$ cat config.mk
export PLATFORM = sky130hd
export DESIGN_NAME = longest_nondecreasing_subsequence
export DESIGN_NICKNAME = d
export VERILOG_FILES = /design/src/rtl/lnds_pkg.sv /design/src/rtl/lnds_ctrl.sv /design/src/rtl/lnds_dp.sv /design/src/rtl/longest_nondecreasing_subsequence.sv
export SDC_FILE = /design/constraint.sdc
export NUM_CORES = 2
export LEC_CHECK = 0
export ABC_AREA = 1
export BUFFER_PORTS_ARGS = -buffer_cell sky130_fd_sc_hd__buf_2
export CORE_MARGIN = 2
export CORE_UTILIZATION = 44
export CTS_CLUSTER_SIZE = 14
export DETAILED_ROUTE_END_ITERATION = 10
export GPL_ROUTABILITY_DRIVEN = 1
export HOLD_SLACK_MARGIN = 0.15
export PLACE_DENSITY = 0.7
export SLEW_MARGIN = 20
export SYNTH_ARGS = -nofsm -noshare
export SYNTH_HDL_FRONTEND = slang
export SYNTH_SLANG_ARGS = --single-unit
export TNS_END_PERCENT = 5
$ cat constraint.sdc
create_clock -name clk -period 4.53 [get_ports clk]
set_input_delay 1.1325 -clock clk [delete_from_list [all_inputs] [get_ports clk]]
set_output_delay 1.1325 -clock clk [all_outputs]
set_load 0.03 [all_outputs]
$ cat src/rtl/lnds_pkg.sv
// Shared types and constants for the longest non-decreasing subsequence block.
// Used by lnds_ctrl, lnds_dp and the top level longest_nondecreasing_subsequence.
package lnds_pkg;

	localparam int MAX_ITEMS_DEF  = 64;
	localparam int VALUE_BITS_DEF = 32;
	localparam int POS_W          = 6;
	localparam int LEN_W          = 7;

	typedef enum logic [3:0] {
		ST_IDLE,
		ST_CHECK,
		ST_MID,
		ST_TAIL,
		ST_CMP,
		ST_COMMIT,
		ST_WTAIL,
		ST_WCUR,
		ST_WLINK,
		ST_WLOAD,
		ST_WOUT
	} state_t;

	typedef enum logic [1:0] {
		TSEL_MID,
		TSEL_PREV,
		TSEL_LAST
	} tail_sel_t;

	typedef struct packed {
		logic      load_item;
		logic      mark_ovf;
		logic      step;
		logic      commit;
		logic      take_tail;
		logic      load_out;
		logic      advance;
		logic      clear;
		tail_sel_t tail_sel;
	} cmd_t;

	typedef struct packed {
		logic search_done;
		logic full;
		logic fin;
		logic walk_empty;
		logic last;
	} sts_t;

endpackage

$ cat src/rtl/lnds_ctrl.sv
// Controller state machine for the subsequence block: sequences the search,
// the store update and the link walk. Depends on lnds_pkg.
module lnds_ctrl (
	input  logic            clk,
	input  logic            arst_n,
	input  logic            in_valid,
	input  logic            out_ready,
	input  lnds_pkg::sts_t  sts,
	output logic            in_ready,
	output logic            out_valid,
	output lnds_pkg::cmd_t  cmd
);

	lnds_pkg::state_t state_q, state_d;

	always_ff @(posedge clk or negedge arst_n) begin
		if (!arst_n) begin
			state_q <= lnds_pkg::ST_IDLE;
		end else begin
			state_q <= state_d;
		end
	end

	always_comb begin
		state_d = state_q;
		unique case (state_q)
			lnds_pkg::ST_IDLE: begin
				if (in_valid) state_d = lnds_pkg::ST_CHECK;
			end
			lnds_pkg::ST_CHECK: begin
				if (!sts.full) state_d = lnds_pkg::ST_MID;
				else if (sts.fin) state_d = lnds_pkg::ST_WTAIL;
				else state_d = lnds_pkg::ST_IDLE;
			end
			lnds_pkg::ST_MID: begin
				state_d = sts.search_done ? lnds_pkg::ST_COMMIT : lnds_pkg::ST_TAIL;
			end
			lnds_pkg::ST_TAIL:   state_d = lnds_pkg::ST_CMP;
			lnds_pkg::ST_CMP:    state_d = lnds_pkg::ST_MID;
			lnds_pkg::ST_COMMIT: begin
				state_d = sts.fin ? lnds_pkg::ST_WTAIL : lnds_pkg::ST_IDLE;
			end
			lnds_pkg::ST_WTAIL: begin
				state_d = sts.walk_empty ? lnds_pkg::ST_IDLE : lnds_pkg::ST_WCUR;
			end
			lnds_pkg::ST_WCUR:  state_d = lnds_pkg::ST_WLINK;
			lnds_pkg::ST_WLINK: state_d = lnds_pkg::ST_WLOAD;
			lnds_pkg::ST_WLOAD: state_d = lnds_pkg::ST_WOUT;
			lnds_pkg::ST_WOUT: begin
				if (out_ready) state_d = sts.last ? lnds_pkg::ST_IDLE : lnds_pkg::ST_WLINK;
			end
			default: state_d = lnds_pkg::ST_IDLE;
		endcase
	end

	always_comb begin
		cmd           = '0;
		cmd.tail_sel  = lnds_pkg::TSEL_MID;
		in_ready      = 1'b0;
		out_valid     = 1'b0;
		unique case (state_q)
			lnds_pkg::ST_IDLE: begin
				in_ready      = 1'b1;
				cmd.load_item = in_valid;
			end
			lnds_pkg::ST_CHECK: begin
				cmd.mark_ovf = sts.full;
			end
			lnds_pkg::ST_MID: begin
				// Once the search closes, fetch the tail of the pile to the left.
				cmd.tail_sel = sts.search_done ? lnds_pkg::TSEL_PREV : lnds_pkg::TSEL_MID;
			end
			lnds_pkg::ST_TAIL: begin
			end
			lnds_pkg::ST_CMP: begin
				cmd.step = 1'b1;
			end
			lnds_pkg::ST_COMMIT: begin
				cmd.commit = 1'b1;
			end
			lnds_pkg::ST_WTAIL: begin
				cmd.tail_sel = lnds_pkg::TSEL_LAST;
				cmd.clear    = sts.walk_empty;
			end
			lnds_pkg::ST_WCUR: begin
				cmd.take_tail = 1'b1;
			end
			lnds_pkg::ST_WLINK: begin
			end
			lnds_pkg::ST_WLOAD: begin
				cmd.load_out = 1'b1;
			end
			lnds_pkg::ST_WOUT: begin
				out_valid   = 1'b1;
				cmd.advance = out_ready && !sts.last;
				cmd.clear   = out_ready && sts.last;
			end
			default: begin
			end
		endcase
	end

endmodule

$ cat src/rtl/lnds_dp.sv
// Datapath for the subsequence block: value, pile-tail and link memories,
// search bounds, counters and the result register. Depends on lnds_pkg.
module lnds_dp #(
	parameter int MAX_ITEMS  = lnds_pkg::MAX_ITEMS_DEF,
	parameter int VALUE_BITS = lnds_pkg::VALUE_BITS_DEF
) (
	input  logic                                 clk,
	input  logic                                 arst_n,
	input  logic signed [VALUE_BITS-1:0]         value,
	input  logic                                 is_final,
	input  lnds_pkg::cmd_t                       cmd,
	output lnds_pkg::sts_t                       sts,
	output logic        [lnds_pkg::POS_W-1:0]    position,
	output logic        [lnds_pkg::LEN_W-1:0]    chain_length,
	output logic                                 overflow,
	output logic                                 end_of_run
);

	localparam int IDX_W = $clog2(MAX_ITEMS);
	localparam int CNT_W = $clog2(MAX_ITEMS + 1);

	logic signed [VALUE_BITS-1:0] value_mem [MAX_ITEMS];
	logic        [IDX_W-1:0]      tail_mem  [MAX_ITEMS];
	logic        [IDX_W:0]        link_mem  [MAX_ITEMS];

	logic signed [VALUE_BITS-1:0] val_rd_q;
	logic        [IDX_W-1:0]      tail_rd_q;
	logic        [IDX_W:0]        link_rd_q;
	logic        [IDX_W-1:0]      tail_addr;

	logic signed [VALUE_BITS-1:0] value_q;
	logic                         fin_q;
	logic [CNT_W-1:0]             lo_q, hi_q;
	logic [CNT_W-1:0]             tail_count_q, item_count_q;
	logic                         ovf_q;
	logic [IDX_W-1:0]             cur_q;
	logic [CNT_W-1:0]             steps_q;
	logic [IDX_W-1:0]             out_pos_q;
	logic                         out_end_q;

	logic [CNT_W:0]               mid_sum;
	logic [CNT_W-1:0]             mid;
	logic [CNT_W-1:0]             prev;
	logic [CNT_W-1:0]             last_pile;
	logic [CNT_W-1:0]             steps_inc;
	logic                         key_le;

	assign mid_sum   = {1'b0, lo_q} + {1'b0, hi_q};
	assign mid       = mid_sum[CNT_W:1];
	assign prev      = lo_q - CNT_W'(1);
	assign last_pile = tail_count_q - CNT_W'(1);
	assign steps_inc = steps_q + CNT_W'(1);
	assign key_le    = (val_rd_q <= value_q);

	always_comb begin
		case (cmd.tail_sel)
			lnds_pkg::TSEL_PREV: tail_addr = prev[IDX_W-1:0];
			lnds_pkg::TSEL_LAST: tail_addr = last_pile[IDX_W-1:0];
			default:             tail_addr = mid[IDX_W-1:0];
		endcase
	end

	// Memories: one write port and one registered read port each. The value
	// memory is addressed by the tail just read, the link memory by the walk cursor.
	always_ff @(posedge clk) begin
		if (cmd.commit) begin
			value_mem[item_count_q[IDX_W-1:0]] <= value_q;
			tail_mem[lo_q[IDX_W-1:0]]          <= item_count_q[IDX_W-1:0];
			link_mem[item_count_q[IDX_W-1:0]]  <= {(lo_q == '0), tail_rd_q};
		end
		tail_rd_q <= tail_mem[tail_addr];
		val_rd_q  <= value_mem[tail_rd_q];
		link_rd_q <= link_mem[cur_q];
	end

	// Search bounds, walk cursor and result payload.
	always_ff @(posedge clk) begin
		if (cmd.load_item) begin
			value_q <= value;
			fin_q   <= is_final;
			lo_q    <= '0;
			hi_q    <= tail_count_q;
		end
		if (cmd.step) begin
			if (key_le) lo_q <= mid + CNT_W'(1);
			else hi_q <= mid;
		end
		if (cmd.take_tail) begin
			cur_q   <= tail_rd_q;
			steps_q <= '0;
		end
		if (cmd.advance) begin
			cur_q   <= link_rd_q[IDX_W-1:0];
			steps_q <= steps_inc;
		end
		if (cmd.load_out) begin
			out_pos_q <= cur_q;
			out_end_q <= link_rd_q[IDX_W] || (steps_inc >= CNT_W'(MAX_ITEMS));
		end
	end

	always_ff @(posedge clk or negedge arst_n) begin
		if (!arst_n) begin
			tail_count_q <= '0;
			item_count_q <= '0;
			ovf_q        <= 1'b0;
		end else if (cmd.clear) begin
			tail_count_q <= '0;
			item_count_q <= '0;
			ovf_q        <= 1'b0;
		end else begin
			if (cmd.mark_ovf) ovf_q <= 1'b1;
			if (cmd.commit) begin
				item_count_q <= item_count_q + CNT_W'(1);
				if (lo_q >= tail_count_q) tail_count_q <= lo_q + CNT_W'(1);
			end
		end
	end

	assign sts.search_done = (lo_q >= hi_q);
	assign sts.full        = (item_count_q == CNT_W'(MAX_ITEMS));
	assign sts.fin         = fin_q;
	assign sts.walk_empty  = (tail_count_q == '0);
	assign sts.last        = out_end_q;

	assign position     = lnds_pkg::POS_W'(out_pos_q);
	assign chain_length = lnds_pkg::LEN_W'(tail_count_q);
	assign overflow     = ovf_q;
	assign end_of_run   = out_end_q;

endmodule

$ cat src/rtl/longest_nondecreasing_subsequence.sv
// Longest non-decreasing subsequence, top level: controller plus datapath.
// Depends on lnds_pkg, lnds_ctrl and lnds_dp.
//
// Feed one signed value per transfer; mark the last one with is_final. Each
// stored item runs a binary search over the current piles, of at most 6
// probes since no more than 63 piles exist while an item is being stored,
// and every probe reads the pile-tail memory and then the value memory
// through their single registered read ports. An item that arrives when
// MAX_ITEMS are already stored is dropped and sets overflow. After a final
// item has been stored or dropped, the first result is offered, and then
// the next ones follow while out_ready stays high, each after its link has
// been fetched, last index first; end_of_run marks the earliest index,
// after which the block is cleared and takes the next sequence. One item is
// worked on at a time, and no new item is taken during the walk.
module longest_nondecreasing_subsequence #(
	parameter int MAX_ITEMS  = lnds_pkg::MAX_ITEMS_DEF,
	parameter int VALUE_BITS = lnds_pkg::VALUE_BITS_DEF
) (
	input  logic                              clk,
	input  logic                              arst_n,
	input  logic                              in_valid,
	output logic                              in_ready,
	input  logic signed [VALUE_BITS-1:0]      value,
	input  logic                              is_final,
	output logic                              out_valid,
	input  logic                              out_ready,
	output logic        [lnds_pkg::POS_W-1:0] position,
	output logic        [lnds_pkg::LEN_W-1:0] chain_length,
	output logic                              overflow,
	output logic                              end_of_run
);

	lnds_pkg::cmd_t cmd;
	lnds_pkg::sts_t sts;

	lnds_ctrl u_ctrl (
		.clk       (clk),
		.arst_n    (arst_n),
		.in_valid  (in_valid),
		.out_ready (out_ready),
		.sts       (sts),
		.in_ready  (in_ready),
		.out_valid (out_valid),
		.cmd       (cmd)
	);

	lnds_dp #(
		.MAX_ITEMS  (MAX_ITEMS),
		.VALUE_BITS (VALUE_BITS)
	) u_dp (
		.clk          (clk),
		.arst_n       (arst_n),
		.value        (value),
		.is_final     (is_final),
		.cmd          (cmd),
		.sts          (sts),
		.position     (position),
		.chain_length (chain_length),
		.overflow     (overflow),
		.end_of_run   (end_of_run)
	);

	// The input side and the result side are never open in the same cycle.
	a_exclusive: assert property (@(posedge clk) disable iff (!arst_n)
		!(in_ready && out_valid))
		else $error("input ready while a result is offered");

	// A result always reports at least one pile.
	a_len_nonzero: assert property (@(posedge clk) disable iff (!arst_n)
		out_valid |-> (chain_length != '0))
		else $error("result offered with zero chain length");

	// The transfer of the closing result returns the block to accepting input.
	a_end_idle: assert property (@(posedge clk) disable iff (!arst_n)
		(out_valid && out_ready && end_of_run) |=> (in_ready && !out_valid))
		else $error("block not idle after the closing result");

	// Between two results of one walk there is a gap while the link is fetched.
	a_walk_gap: assert property (@(posedge clk) disable iff (!arst_n)
		(out_valid && out_ready && !end_of_run) |=> (!out_valid && !in_ready))
		else $error("walk did not fetch the next link");

endmodule
# == Yosys cells after proc, flatten, opt, wreduce, memory -nomap -nowiden ==
# Memory sizes are Yosys's and may differ from the RTL's. A register that Yosys moved wholly into a read port is not among the register bits.
# Cells that the tools add are included.
# totals
ff_bits,86
ram_bits,2880
in_bits,37
output_inout_bits,17
word_cells,94
mem_count,3
# memory_table
memory,words,word_bits,rd,rd_ports_with_merged_regs,wr,line_no,source
u_dp.value_mem,64,32,1,1,1,lnds_dp.sv:22,logic signed [VALUE_BITS-1:0] value_mem [MAX_ITEMS];
u_dp.link_mem,64,7,1,1,1,lnds_dp.sv:24,logic [IDX_W:0] link_mem [MAX_ITEMS];
u_dp.tail_mem,64,6,1,1,1,lnds_dp.sv:23,logic [IDX_W-1:0] tail_mem [MAX_ITEMS];
# classes
n_addsub,7
n_lt_le_gt_ge,4
n_eq_ne,15
mux,40
reduce_logical,13
# ops
operator,n
$mux W7,13
$pmux W4 S11,1
$le A32 B32 Y1,1
$add A7 B1 Y7 const B,4
$eq A4 B3 Y1 const B,4
$mux W4,4
$ge A7 B7 Y1,2
$logic_not A7 Y1,2
$mux W1,14
$eq A4 B4 Y1 const B,3
$mux W6,2
$pmux W6 S2,1
$sub A6 B1 Y6 const B,2
$mux W3,3
$add A7 B7 Y8,1
$eq A4 B2 Y1 const B,2
$reduce_bool A2 Y1,4
$eq A7 B7 Y1 const B,1
$ge A7 B7 Y1 const B,1
$eq A4 B1 Y1 const B,1
$logic_not A4 Y1,1
$ne A2 B2 Y1 const B,2
$pmux W2 S2,1
$reduce_and A2 Y1,2
6 further kinds,7

# == Depth between registers and ports, before layout ==
# logic_depth
depth_word,5
mapped_depth,26
ltp_nobuf,24

# == Hierarchy ==
# From an unflattened synthesis, not the netlist that was laid out.
# hier_totals
hier_cells,9619
area_unflattened_um2,120758.3
# by_module_without_submodules
module,n_inst,cells_per_inst,area_per_inst_um2,seq_area_each_um2
lnds_dp,1,9552,120375.4,89631.0
lnds_ctrl,1,67,382.9,100.1

# == Least setup slack after synthesis ==
# Ideal clock, no wire load.
# synth_timing
path_kind,flip-flop to flip-flop
startpoint,register u_dp.item_count_q[0]
endpoint,"memory u_dp.link_mem[47][0] in the netlist's numbering, enable pin"
setup_ns,0.484
t_arrival_ns,4.524
required_ns,4.046
slack_ns,-0.478
path_stages_with_launch,7
path_buffers,0
synth_period_minus_slack_ns,5.008
path_cell_list,dfrtp_1 > inv_1 > nor2_1 > nand2_1 > nor2_1 > inv_1 > nor3_1
# synth_rtl
element,line_no,source
start: declaration,lnds_dp.sv:34,"logic [CNT_W-1:0] tail_count_q, item_count_q;"
start signal: assignment,lnds_dp.sv:114,item_count_q <= item_count_q + CNT_W'(1);
end: declaration,lnds_dp.sv:24,
# No word-level cell before the write port.

# == Worst setup path in the final report ==
# layout_timing
startpoint,register u_dp.lo_q[4]
endpoint,register u_dp.tail_rd_q[2] (read register of u_dp.tail_mem)
# layout_between
elab_chain_len,5
word_cells_on_any_way,8
classes_between,add/sub (2); order compare (1); eq/ne (2); mux (3)
# layout_lines
element,line_no,source
start: declaration,lnds_dp.sv:33,"logic [CNT_W-1:0] lo_q, hi_q;"
start signal: assignment,lnds_dp.sv:85,if (key_le) lo_q <= mid + CNT_W'(1);
$ge A7 B7 Y1,lnds_dp.sv:120,assign sts.search_done = (lo_q >= hi_q);
$mux W1,lnds_ctrl.sv:71,cmd.tail_sel = sts.search_done ? lnds_pkg::TSEL_PREV : lnds_pkg::TSEL_MID;
$pmux W2 S2,lnds_ctrl.sv:61,unique case (state_q)
$eq A2 B2 Y1 / $eq A2 B1 Y1 (equally long branches),lnds_dp.sv:56,case (cmd.tail_sel)
$pmux W6 S2 *,lnds_dp.sv:56,
end: declaration,lnds_dp.sv:27,logic [IDX_W-1:0] tail_rd_q;
# Mark *: on every way between the ends. The rest lies on a longest branch, timed or not.
# A chain may end at the register's enable or synchronous reset.

==> impl_metrics.py <==
metrics = {
    "status": {
        "outcome": "finished clean",
    },
    "drt": {
        "drtPass1Iterations": 8,
        "drc": 0,
        "drtIter0Drc": 11420,
        "totalWireLength_mm": 341.0,
        "ant_nets": 0,
        "via_per_inst": 6.005,
        "vias": 80640,
        "avgRoutedWirePerCell_um": 25.40,
    },
    "timing": {
        "worst_slack_ps": 358.0,
        "finalCritPeriodShare_pct": 92.10,
        "skew_ps": 107.7,
        "slew_headroom_pct": 20.19,
        "rsz0062_at_grt": "no",
        "hold_slack_ps": 281.1,
        "timing.fmax_mhz": 239.7,
        "fin_crit_ps": 4172,
        "setup_viol": 0,
        "final-hold-violation-count": 0,
        "worst_pin_slew_ps": 1194,
        "finalMaxSlewViolations": 0,
    },
    "clocking": {
        "cts_made_buffers": 305,
        "clk_pin_slew_worst_paths_ps": 60,
        "ctsResizeCount": 0,
        "htree_levels": 5,
        "cts_tree": "yes",
        "cts.sinks": 3011,
        "postCtsHoldBufs": 0,
        "postCtsSetupBuffers": 0,
        "clk_latency_ps": 900,
        "cts_root_buffer": "clkbuf_16",
        "clockBufferDepth": 4,
    },
    "worst_setup_path": {
        "crit_path_top_delay_cell": "dfxtp_1",
        "path_class": "flop to flop",
        "path_buf_inv": 2,
        "critPathLaunchType": "flop",
        "crit_family": "simple AND/OR/NAND/NOR gates",
        "cpPeakStageDelay_ps": 520,
        "cp_max_fo": 152,
        "cp.arrival_ps": 4890,
        "required_ps": 5240,
        "endpoint_kind": "flop",
        "crit_chain": "ha_1 -> a21oi_1 -> o21ai_0 -> a21oi_1 -> o41ai_2 -> nand2_1 -> ha_1 -> inv_1 -> nand2_1 -> nand3_4 -> nand2_8 -> buf_12 -> nand2_1 -> o211ai_1 -> nand3_1 -> nand3_1 -> nand3_1 -> nand3_1 -> nand2_1",
    },
    "yosys": {
        "ys.warnings.count": 0,
        "synthCells": 9605,
        "synth_fp_nets": 9704,
        "avgSynthCellArea_sq_um": 12.55,
        "synth_top_cell_area_share_pct": 73.05,
        "syn_area_sq_um": 120600,
        "synth_area_leaders": "edfxtp_1 (73%), o21ai_0 (5.7%), nor2_1 (4.7%), nand2_1 (3.6%), o22ai_1 (3.3%)",
        "ys_types": 51,
        "ys_seq_area_share_pct": 74.42,
        "synth_top_area_cell": "edfxtp_1",
        "synth-seq-cells": 3011,
    },
    "floorplan": {
        "die_w_um": 527.5,
        "die_y_um": 527.5,
        "initial_utilization_pct": 44.14,
        "num_io_pins": 54,
        "core_sq_um": 273100,
        "die_area_sq_um": 278200,
        "fp-row-count": 192,
    },
    "placement": {
        "io_buffers": 53,
        "pre_cts_ws_ps": 323.8,
        "dp_cells": 12880,
        "place_congestion": 0.8916,
        "dpl_cell_area_sq_um": 125800,
        "dpl.hpwl_mm": 180.6,
    },
    "final_layout": {
        "final_common_cell": "edfxtp_1",
        "layout_common_cells": "edfxtp_1 (2933), nor2_1 (1435), o21ai_0 (1366), nand2_1 (1161), o22ai_1 (644)",
        "nNetsFinal": 9699,
        "fin_cells": 13430,
        "syn_to_final_growth_pct": 12.44,
        "fillerInstances": 22580,
        "drive_above_1_share_pct": 8.621,
        "final_cell_area_sq_um": 135600,
    },
    "global_route": {
        "antenna_found_initial": 10,
        "met1_usage_pct": 31.69,
        "grt_use_met2_pct": 37.06,
        "use_met3_pct": 5.280,
        "grt_pass1_wl_mm": 494.7,
        "grt_overflow": 0,
        "grt_max_degree": 234,
        "grtUsageTotal_pct": 23.64,
        "gr-max-usage-layer": "met2",
        "grt_pass1_vias": 77020,
    },
    "power_and_ir_drop": {
        "leakage_nw": 45.41,
        "powerDensity_nw_per_um2": 659.9,
        "ir_worst_vdd_uv": 886.5,
        "power_mw": 89.47,
    },
    "job": {
        "drv_cap": 0,
    },
    "worst_hold_path": {
        "hold_class": "primary input to async pin",
    },
}
-- stage by stage --
step / util (%) / setup TNS, ps
2_1_floorplan: - / -14190
3_3_place_gp: 46.07 / 0
3_5_place_dp: 46.07 / 0
4_1_cts: 49.62 / 0
5_1_grt: 49.63 / 0
6_report: 49.63 / 0
-- sequential cells by signal (all words and copies together), names as in the netlist, 32 cells and up --
| register | count |
|---|---|
| u_dp.tail_mem | 384 |
| u_dp.value_q | 32 |
| u_dp.link_mem | 448 |
| u_dp.val_rd_q | 32 |
| u_dp.value_mem | 2048 |
-- power by group --
| group | switching [mW] | internal [mW] |
|---|---|---|
| clock | 10.5 | 14.3 |
| combinational | 22.5 | 8.39 |
| sequential | 0.731 | 33.1 |
| total | 33.7 | 55.7 |
-- cell type report --
cell class / instances / area (sq um) / area share (%)
Multi-Input combinational cell: 5670 / 27420 / 20.23
Tap cell: 3589 / 4491 / 3.312
Clock buffer: 386 / 8199 / 6.048
Antenna cell: 3 / 7.507 / 0.005537
Inverter: 289 / 1127 / 0.8315
Clock inverter: 157 / 1494 / 1.102
Timing Repair Buffer: 323 / 3072 / 2.266
Sequential cell: 3011 / 89760 / 66.21
-- synthesized netlist by cell type (all sizes together) --
library cell	count
a21o	1
a22oi	1
o21a	1
ha	61
nor2	1499
o41ai	2
o221ai	1
o31ai	2
a21oi	104
clkinv	1
xnor2	1
o211ai	96
fa	1
nand2	1163
o22ai	644
o21ai	1413
nor3	15
xor2	11
nor4	9
a31oi	2
dfrtp	19
a21boi	1
inv	288
nor3b	1
nand3b	33
nand4	22
buf	268
nand3	546
or2	30
edfxtp	2933
o2111ai	1
o21bai	9
clkbuf	367
dfxtp	59
-- logic make-up (layout without fill, tap and decap cells) --
| kind of cell | Yosys count | after routing | share of synthesized area, % |
|---|---|---|---|
| and+or+nand+nor | 3318 | 3318 | 11.17 |
| adders and majority gates | 62 | 62 | 0.6496 |
| AOI/OAI and AO/OA | 2278 | 2278 | 10.39 |
| other | 0 | 3 | 0 |
| DFF | 3011 | 3011 | 74.42 |
| buffers and inverters | 924 | 1155 | 3.279 |
| xor gates and xnor gates | 12 | 12 | 0.08717 |
-- layer usage --
metal | part of all wire [%] | wire, um | vias to the layer above
met4 | 4.4 | 14910 | 4
met1 | 38 | 128900 | 39710
li1 | - | - | 35020
met5 | 0.0062 | 21 | -
met2 | 46 | 156300 | 5049
met3 | 12 | 40830 | 854
-- final timing paths --
check	depth (start not counted)	end	from	slack, ps
worst max-delay path	19	u_dp.tail_rd_q[2]$_DFF_P_	u_dp.lo_q[4]$_DFF_P_	360
worst min-delay path	1	u_dp.chain_length[5]$_DFFE_PN0P_	arst_n	280
worst max register to register	19	u_dp.tail_rd_q[2]$_DFF_P_	u_dp.lo_q[4]$_DFF_P_	360
worst min register to register	1	u_dp.end_of_run$_DFFE_PP_	u_dp.link_rd_q[6]$_DFF_P_	520
max in group asynchronous	1	u_dp.item_count_q[2]$_DFFE_PN0P_	arst_n	3820
min in group clk	1	u_dp.value_q[11]$_DFFE_PP_	value[11]	420
No activity file was read; power rests on OpenSTA's default activity.
